## config.mk

```make
export PLATFORM = sky130hd
export DESIGN_NAME = mac_address_text_parser_top
export DESIGN_NICKNAME = d
export VERILOG_FILES = /design/src/sv/macp_pkg.sv /design/src/sv/macp_classify.sv /design/src/sv/macp_parse.sv /design/src/sv/mac_address_text_parser_top.sv
export SDC_FILE = /design/constraint.sdc
export NUM_CORES = 1
export LEC_CHECK = 0
export BUFFER_PORTS_ARGS = -buffer_cell sky130_fd_sc_hd__buf_4
export CAP_MARGIN = 15
export CORE_MARGIN = 4
export CORE_UTILIZATION = 60
export CTS_CLUSTER_SIZE = 28
export DETAILED_ROUTE_END_ITERATION = 10
export PLACE_DENSITY = 0.9
export RECOVER_POWER = 50
export SYNTH_ARGS = -nofsm -noshare
export SYNTH_HDL_FRONTEND = slang
export SYNTH_HIERARCHICAL = 1
export SYNTH_SLANG_ARGS = --single-unit
```

## constraint.sdc

```tcl
create_clock -name clk -period 7.4 [get_ports clk]
set_input_delay 0.74 -clock clk [delete_from_list [all_inputs] [get_ports clk]]
set_output_delay 0.74 -clock clk [all_outputs]
set_load 0.01 [all_outputs]
```

## src/sv/macp_pkg.sv

```systemverilog
// ----------------------------------------------------------------------------
// macp_pkg
// Shared constants and types for the hardware address text parser.
// ----------------------------------------------------------------------------
package macp_pkg;

  // default number of address bytes
  localparam int MACP_ADDRESS_BYTES = 6;

  // width of the address field on the result port
  localparam int MACP_ADDR_W = 48;

  // character codes
  localparam logic [7:0] CHAR_NUL     = 8'h00;
  localparam logic [7:0] CHAR_COLON   = 8'h3A;
  localparam logic [7:0] CHAR_DASH    = 8'h2D;
  localparam logic [7:0] CHAR_SPACE   = 8'h20;
  localparam logic [7:0] CHAR_DOT     = 8'h2E;
  localparam logic [7:0] CHAR_DIGIT0  = 8'h30;
  localparam logic [7:0] CHAR_DIGIT9  = 8'h39;
  localparam logic [7:0] CHAR_LOWER_A = 8'h61;
  localparam logic [7:0] CHAR_LOWER_F = 8'h66;
  localparam logic [7:0] CHAR_UPPER_A = 8'h41;
  localparam logic [7:0] CHAR_UPPER_F = 8'h46;

  // character class from the decoder
  typedef struct packed {
    logic       is_term;
    logic       is_sep;
    logic       is_hex;
    logic [3:0] nibble;
  } char_class_t;

  // end-of-text summary from the parser
  typedef struct packed {
    logic                   ok;
    logic [MACP_ADDR_W-1:0] addr;
  } parse_result_t;

endpackage

```

## src/sv/macp_classify.sv

```systemverilog
// ----------------------------------------------------------------------------
// macp_classify
// Decodes one text character into terminator, separator, hex digit or none of these.
// ----------------------------------------------------------------------------
module macp_classify
  import macp_pkg::*;
(
  input  logic [7:0]  character,
  output char_class_t cls
);

  // character decode
  always_comb begin
    cls = '0;
    case (character) inside
      CHAR_NUL: begin
        cls.is_term = 1'b1;
      end
      CHAR_COLON, CHAR_DASH, CHAR_SPACE, CHAR_DOT: begin
        cls.is_sep = 1'b1;
      end
      [CHAR_DIGIT0:CHAR_DIGIT9]: begin
        cls.is_hex = 1'b1;
        cls.nibble = 4'(character - CHAR_DIGIT0);
      end
      [CHAR_LOWER_A:CHAR_LOWER_F]: begin
        cls.is_hex = 1'b1;
        cls.nibble = 4'(character - CHAR_LOWER_A + 8'd10);
      end
      [CHAR_UPPER_A:CHAR_UPPER_F]: begin
        cls.is_hex = 1'b1;
        cls.nibble = 4'(character - CHAR_UPPER_A + 8'd10);
      end
      default: begin
        cls = '0;
      end
    endcase
  end

endmodule

```

## src/sv/macp_parse.sv

```systemverilog
// ----------------------------------------------------------------------------
// macp_parse
// Holds the parse state, pairs digits into bytes and checks the address.
// ----------------------------------------------------------------------------
module macp_parse
  import macp_pkg::*;
#(
  parameter int ADDRESS_BYTES = MACP_ADDRESS_BYTES
) (
  input  logic          clk,
  input  logic          rst,
  input  logic          step,
  input  char_class_t   cls,
  output parse_result_t result
);

  localparam int VW = 8 * ADDRESS_BYTES;
  localparam int CW = $clog2(ADDRESS_BYTES + 1);
  localparam logic [CW-1:0] FULL_COUNT = CW'(ADDRESS_BYTES);

  logic [VW-1:0] address_shift;
  logic [CW-1:0] byte_count;
  logic [3:0]    pending_digit;
  logic          digit_pending;
  logic          error_seen;
  logic [63:0]   shift_ext;

  // end-of-text check on the current state
  assign shift_ext   = 64'(address_shift);
  assign result.ok   = !error_seen && !digit_pending && (byte_count == FULL_COUNT) &&
                       (|address_shift) && !(&address_shift);
  assign result.addr = shift_ext[MACP_ADDR_W-1:0];

  // parse state update
  always_ff @(posedge clk) begin
    if (rst || (step && cls.is_term)) begin
      address_shift <= '0;
      byte_count    <= '0;
      pending_digit <= '0;
      digit_pending <= 1'b0;
      error_seen    <= 1'b0;
    end else if (step && !error_seen) begin
      if (cls.is_sep) begin
        if (digit_pending) begin
          error_seen <= 1'b1;
        end
      end else if (!cls.is_hex) begin
        error_seen <= 1'b1;
      end else if (!digit_pending) begin
        pending_digit <= cls.nibble;
        digit_pending <= 1'b1;
      end else if (byte_count >= FULL_COUNT) begin
        error_seen <= 1'b1;
      end else begin
        address_shift <= {address_shift[VW-9:0], pending_digit, cls.nibble};
        byte_count    <= byte_count + 1'b1;
        pending_digit <= '0;
        digit_pending <= 1'b0;
      end
    end
  end

endmodule

```

## src/sv/mac_address_text_parser_top.sv

```systemverilog
// A terminator character is held in the input register, and its result is then loaded into the result register.
// Throughput: one character per cycle while char_stall is low.
// A terminator waits in the input register only while an older result is stalled.
// Reset (rst, synchronous) clears the parse state, s1_valid and result_valid.
// ----------------------------------------------------------------------------
// mac_address_text_parser_top
// Parses hardware address text, one character per transaction, into bytes.
// ----------------------------------------------------------------------------
module mac_address_text_parser_top
  import macp_pkg::*;
#(
  parameter int ADDRESS_BYTES = MACP_ADDRESS_BYTES
) (
  input  logic                   clk,
  input  logic                   rst,
  input  logic                   char_valid,
  output logic                   char_stall,
  input  logic [7:0]             character,
  output logic                   result_valid,
  input  logic                   result_stall,
  output logic                   address_valid,
  output logic [MACP_ADDR_W-1:0] address
);

  logic          s1_valid;
  logic [7:0]    s1_char;
  logic          s1_adv;
  logic          char_accept;
  logic          result_load;
  char_class_t   cls;
  parse_result_t parse_res;

  // decode the registered character
  macp_classify u_classify (
    .character (s1_char),
    .cls       (cls)
  );

  // parse state
  macp_parse #(
    .ADDRESS_BYTES (ADDRESS_BYTES)
  ) u_parse (
    .clk    (clk),
    .rst    (rst),
    .step   (s1_adv),
    .cls    (cls),
    .result (parse_res)
  );

  // only a terminator needs room in the result register
  assign s1_adv      = s1_valid && (!cls.is_term || !result_valid || !result_stall);
  assign char_stall  = s1_valid && !s1_adv;
  assign char_accept = char_valid && !char_stall;
  assign result_load = s1_adv && cls.is_term;

  // input register
  always_ff @(posedge clk) begin
    if (rst) begin
      s1_valid <= 1'b0;
    end else if (char_accept) begin
      s1_valid <= 1'b1;
    end else if (s1_adv) begin
      s1_valid <= 1'b0;
    end
  end

  always_ff @(posedge clk) begin
    if (char_accept) begin
      s1_char <= character;
    end
  end

  // result register
  always_ff @(posedge clk) begin
    if (rst) begin
      result_valid <= 1'b0;
    end else if (result_load) begin
      result_valid <= 1'b1;
    end else if (!result_stall) begin
      result_valid <= 1'b0;
    end
  end

  always_ff @(posedge clk) begin
    if (result_load) begin
      address_valid <= parse_res.ok;
      address       <= parse_res.ok ? parse_res.addr : '0;
    end
  end

endmodule
```

==> results of run 1 <==
[state kept, by name, indices dropped and copies added, names as in the netlist]
| name | flops |
|---|---|
| address_valid | 1 |
| u_parse/pending_digit | 4 |
| s1_valid | 1 |
| address | 48 |
| u_parse/byte_count | 3 |
| result_valid | 1 |
| u_parse/error_seen | 1 |
| s1_char | 8 |
| u_parse/address_shift | 48 |
| u_parse/digit_pending | 1 |
[worst reg2reg max path: cells and delay by family (launching register included)]
kind | cells | cell delay [ps]
AND/OR/NAND/NOR | 5 | 1460
AO/OA/AOI/OAI | 3 | 710
buffers and inverters | 2 | 580
flip-flops | 1 | 500
adder cells (fa/ha/maj) | 1 | 220
[layout make-up]
cell class                      count  area (sq um)  share of cell area, %
Inverter                           12          45.0                  0.814
Timing Repair Buffer               67           312                   5.63
Clock buffer                       20           425                   7.69
Tap cell                          102           128                   2.31
Sequential cell                   116          2890                   52.3
Multi-Input combinational cell    295          1640                   29.6
Clock inverter                     12          90.1                   1.63
[synth_stat cells, types with 2 or more instances]
cell | n | area, sq um
buf_2 | 2 | 10.0
clkbuf_1 | 8 | 30.0
buf_6 | 9 | 101
ha_1 | 6 | 75.1
a22oi_1 | 5 | 37.5
nor3_1 | 3 | 15.0
o21ai_0 | 3 | 15.0
clkbuf_2 | 2 | 10.0
inv_1 | 12 | 45.0
dfxtp_1 | 59 | 1180
nand2_1 | 101 | 379
nand4_1 | 17 | 106
edfxtp_1 | 57 | 1710
nor2_1 | 15 | 56.3
and2_1 | 29 | 181
nor4_1 | 15 | 93.8
a21oi_1 | 57 | 285
and2_2 | 21 | 158
a31oi_1 | 3 | 18.8
[power groups by stage]
stage               Sequential [uW]  Combinational [uW]  Clock [uW]
finish                          680                26.1         702
global route                    681                29.0         746
CTS                             680                26.0         709
detailed placement              693                25.6           0
global placement                692                23.9           0
floorplan                       692                16.8           0
[cell families (layout without fill, tap and decap cells)]
logic type,after synthesis,in the layout
and+or+nand+nor,209,209
buffers and inverters,34,111
xor gates and xnor gates,2,2
AOI/OAI and AO/OA,78,78
adders and majority gates,6,6
DFF,116,116
[path summary, 6_finish.rpt]
| kind | end | slack (ps) | depth (start not counted) |
|---|---|---|---|
| max reg2reg | u_parse/address_shift[10] | 3840 | 11 |
| max | u_parse/address_shift[10] | 3840 | 11 |
| min reg2reg | u_parse/address_shift[4] | 460 | 2 |
| min | s1_valid | 400 | 2 |
[metal layers]
layer | GRT usage, % | part of all wire (%) | up-vias
met5 | 0 | 0 | -
met3 | 8.72 | 7.9 | 46
met1 | 25.8 | 38 | 1723
met4 | 11.7 | 4.4 | 0
met2 | 37.4 | 50 | 204
li1 | - | - | 1698
[per-stage QoR]
step,instances,worst slack [ps]
3_5_place_dp,592,4120
3_3_place_gp,592,4470
5_1_grt,624,3590
4_1_cts,624,3960
6_report,624,3840
2_1_floorplan,445,3120
==> impl_metrics.json, run 1 <==
{
  "status": "finished, violations left",
  "violations": "max-capacitance violations, max-slew violations",
  "path_cells": "inv_1 > ha_1 > nor4b_1 > a41oi_1 > a31oi_1 > nor2_1 > and4bb_4 > nand3_1 > buf_4 > nand2_1 > a21oi_1",
  "drtIter0Drc": 532,
  "overflow": 0,
  "cts.sinks": 116,
  "utilization_pct": 72.0,
  "ys_ff_latch": 116,
  "pwr-share-comb_pct": 1.9,
  "synth.net_count": 463,
  "netSwitchingPower_uw": 287,
  "period_needed_ps": 3560,
  "ir_worst_vdd_v": 0.000158,
  "fmax_ghz": 0.281,
  "synth_cells": 445,
  "rsz0062_at_grt": "false",
  "synth_xor_area_share_pct": 0.371,
  "dieArea_sq_um": 9350,
  "cts_tree": "built",
  "clk_pin_slew_ps": 50,
  "synth_top_family_by_area": "simple AND/OR/NAND/NOR gates",
  "setup_violations": 0,
  "cpMaxStageDelayCell": "nor4b_1",
  "cts_buffer_depth": 2,
  "clkLatencyLatePin_ps": 510,
  "avgRoutedWirePerCell_um": 16.3,
  "diodes": 0,
  "critPathArrivalTime_ps": 3980,
  "hold_class": "input pin to flip-flop",
  "critPathMaxStageDelay_ps": 550,
  "grt_pass1_vias": 3521,
  "yosys.cell_types.count": 40,
  "r2r_start": "s1_char[0]",
  "cts_inserted_buffers": 17,
  "grt_max_degree": 58,
  "avgSynthCellArea_sq_um": 10.6,
  "timing.final.crit_share_pct": 48.1,
  "io_buffers": 62,
  "synth_ff_type": "dfxtp_1",
  "grt.total_usage_pct": 22.8,
  "p_int_uw": 1120,
  "timing.setup.tns_ps": 0,
  "drt_first_pass_iters": 5,
  "viasPerCell": 5.88,
  "htree_levels": 4,
  "start_kind": "flip-flop",
  "synth-edff-count": 57,
  "clkPwrFrac_pct": 49.8,
  "end_kind": "flip-flop",
  "core_region_area_sq_um": 7690,
  "crit_buf_inv": 2,
  "fp.dieW_um": 96.7,
  "synthMuxAreaShare_pct": 0,
  "crit_required_ps": 7820,
  "cts_root_buf": "clkbuf_8",
  "final_cell_mix": "101 x nand2_1, 59 x dfxtp_1, 57 x edfxtp_1",
  "ios": 63,
  "worst_slew_pin_slew_ps": 1500,
  "cts-resized-gates": 0,
  "yosys_warnings": 6,
  "cp-startpoint": "s1_char[0]",
  "synth_compound_area_share_pct": 9.68,
  "seqPwrFrac_pct": 48.3,
  "total_power_uw": 1410,
  "dpl_cell_area_sq_um": 5210,
  "hold_viol": 0,
  "wl_um": 10100,
  "hold_buffers": 0,
  "drv_cap": 1,
  "final_layout_size_suffix_gt1_share_pct": 13.6,
  "path_delay_family": "simple AND/OR/NAND/NOR gates",
  "ant_nets": 0,
  "drv_slew": 49,
  "dp_hpwl_um": 6050,
  "synthAdderAreaFrac_pct": 1.59,
  "sw_frac_of_total_pct": 20.4,
  "leakagePower_uw": 0.00199,
  "relSlewSlack_pct": -0.0443,
  "vias": 3671,
  "cellPowerDensity_nw_per_um2": 255,
  "num-nets-final": 527,
  "post-route-drc-count": 0,
  "postCtsSetupBuffers": 0,
  "synth_seq_area_share_pct": 61.3,
  "synthSimpleGateAreaFrac_pct": 22.7,
  "cp_max_fo": 36,
  "min_from": "rst",
  "antenna_found_initial": 0,
  "stdcell_area_sq_um": 5530,
  "die_h_um": 96.7,
  "skew_ps": 6.64,
  "grt_pass1_wl_um": 16900,
  "critPathKind": "flip-flop to flip-flop",
  "area_growth_pct": 17.2,
  "synthArstFlopShare_pct": 0,
  "layout.cells.most_common": "nand2_1",
  "gp_congestion": 0.796,
  "fp-row-count": 32,
  "hold_ws_ps": 401,
  "start_util_pct": 61.4,
  "num-fill-cells": 535,
  "netlist_area_sq_um": 4720
}
Note: power is estimated with default switching activity, not from simulation.
==> inputs of run 2 (changes only) <==
--- a/config.mk
+++ b/config.mk
@@ -8,10 +8,10 @@
 export BUFFER_PORTS_ARGS = -buffer_cell sky130_fd_sc_hd__buf_4
 export CAP_MARGIN = 15
 export CORE_MARGIN = 4
-export CORE_UTILIZATION = 60
+export CORE_UTILIZATION = 57
 export CTS_CLUSTER_SIZE = 28
 export DETAILED_ROUTE_END_ITERATION = 10
-export PLACE_DENSITY = 0.9
+export PLACE_DENSITY = 0.86
 export RECOVER_POWER = 50
 export SYNTH_ARGS = -nofsm -noshare
 export SYNTH_HDL_FRONTEND = slang
==> constraint.sdc (replaced) <==
create_clock -name clk -period 3.4 [get_ports clk]
set_input_delay 0.34 -clock clk [delete_from_list [all_inputs] [get_ports clk]]
set_output_delay 0.34 -clock clk [all_outputs]
set_load 0.01 [all_outputs]
==> impl_metrics.json, run 2 (synthesized netlist as in run 1, its figures left out) <==
{
  "status": "completed",
  "place_ws_ps": 467,
  "stdcell_area_sq_um": 5670,
  "fmax_ghz": 0.318,
  "drv_cap": 0,
  "skew_ps": 7.30,
  "antenna_found_initial": 0,
  "overflow": 0,
  "grt.total_usage_pct": 22.6,
  "critPathArrivalTime_ps": 3570,
  "cts.sinks": 116,
  "clk_pin_slew_ps": 50,
  "reg.largest.list": "address: 48 flops, u_parse/address_shift: 48 flops, s1_char: 8 flops",
  "r2r_start": "s1_char[0]",
  "final_layout_size_suffix_gt1_share_pct": 13.5,
  "rsz0062_at_grt": "false",
  "holdPathEnd": "s1_valid",
  "crit_required_ps": 3820,
  "grt_pass1_wl_um": 17400,
  "p_int_uw": 2520,
  "cts_buffer_depth": 2,
  "timing.final.crit_share_pct": 92.6,
  "rr_endpoint": "u_parse/address_shift[32]",
  "cts_root_buf": "clkbuf_8",
  "start_util_pct": 59.8,
  "grt_pass1_vias": 3641,
  "pwr-share-comb_pct": 2.0,
  "avgRoutedWirePerCell_um": 16.5,
  "final_cell_mix": "101 x nand2_1, 59 x dfxtp_1, 57 x edfxtp_1",
  "htree_levels": 4,
  "netSwitchingPower_uw": 633,
  "worstRegToRegCells": 11,
  "setup_ws_ps": 253,
  "sw_frac_of_total_pct": 20.1,
  "drv_slew": 0,
  "drtIter0Drc": 265,
  "viasPerCell": 5.71,
  "gp_congestion": 0.810,
  "hold-path-cell-count": 3,
  "cts_inserted_buffers": 17,
  "hold_viol": 0,
  "vias": 3627,
  "layout.cells.most_common": "nand2_1",
  "die_h_um": 99.0,
  "timing.setup.tns_ps": 0,
  "cts-resized-gates": 0,
  "cellPowerDensity_nw_per_um2": 557,
  "critPathKind": "flip-flop to flip-flop",
  "start_kind": "flip-flop",
  "postCtsSetupBuffers": 0,
  "leakagePower_uw": 0.00204,
  "wl_um": 10500,
  "cts_tree": "built",
  "grt_max_degree": 58,
  "core_region_area_sq_um": 7890,
  "clkLatencyLatePin_ps": 520,
  "setup_violations": 0,
  "min_from": "char_valid",
  "ant_nets": 0,
  "worst_slew_pin_slew_ps": 1210,
  "ir_worst_vdd_v": 0.000451,
  "seqPwrFrac_pct": 46.9,
  "ios": 63,
  "post-route-drc-count": 0,
  "area_growth_pct": 20.1,
  "io_buffers": 62,
  "rrSetupSlack_ps": 250,
  "drt_first_pass_iters": 5,
  "utilization_pct": 71.8,
  "num-nets-final": 538,
  "fp.dieW_um": 99.0,
  "period_needed_ps": 3150,
  "cp_max_fo": 41,
  "dp_hpwl_um": 6350,
  "clkPwrFrac_pct": 51.0,
  "dpl_cell_area_sq_um": 5250,
  "relSlewSlack_pct": 19.0,
  "hold_class": "input pin to flip-flop",
  "hold_buffers": 9,
  "end_kind": "flip-flop",
  "diodes": 0,
  "dieArea_sq_um": 9800,
  "fp-row-count": 32
}
[run 2: how the worst max path moves through the flow]
stage	start	endpoint	slack, ps	depth (start not counted)
final	s1_char[0]	u_parse/address_shift[32]	250	11
after global routing	u_parse/byte_count[1]	address[25]	20	7
after CTS	s1_char[0]	u_parse/address_shift[29]	310	11
after detailed placement	s1_char[0]	u_parse/address_shift[29]	470	11
after global placement	s1_char[0]	u_parse/address_shift[7]	580	11
after floorplan	s1_char[0]	address[0]	220	6
[run 2: critical path: stages (launching register included)]
cell	delay (ps)
edfxtp_1	480
inv_1	110
ha_1	240
nor4b_1	170
a41oi_1	250
a31oi_1	210
nor2_1	190
and4bb_4	290
and3_1	540
buf_12	280
nand2_1	80
a21oi_1	200
[run 2: cell type report]
cell class / instances / area [sq um]
sequential: 116 / 2890
fill: 545 / 2220
multi-input combinational: 295 / 1630
timing repair buffer: 78 / 429
clock buffer: 20 / 425
tap: 102 / 128
clock inverter: 12 / 114
inverter: 12 / 45.0
[run 2: metrics by stage]
step	total power [uW]	instances	hold WS (ps)
2_1_floorplan	1540	445	409
3_3_place_gp	1560	594	447
3_5_place_dp	1560	594	459
4_1_cts	3170	635	57.6
5_1_grt	3250	635	76.4
6_report	3150	635	71.9
[run 2: power groups by stage]
| stage | logic, uW | registers (uW) | clock network (uW) |
|---|---|---|---|
| after floorplan | 36.5 | 1510 | 0 |
| after global placement | 52.7 | 1510 | 0 |
| after detailed placement | 55.2 | 1510 | 0 |
| after CTS | 64.4 | 1480 | 1620 |
| after global routing | 71.3 | 1480 | 1700 |
| final | 64.6 | 1480 | 1610 |
[run 2: metal layers]
layer / routed length [um] / global-route usage [%] / part of all wire (%)
met1: 3990 / 24.3 / 38
met3: 707 / 7.08 / 6.7
met5: 0 / 0 / 0
met4: 273 / 10.3 / 2.6
met2: 5520 / 40.3 / 53
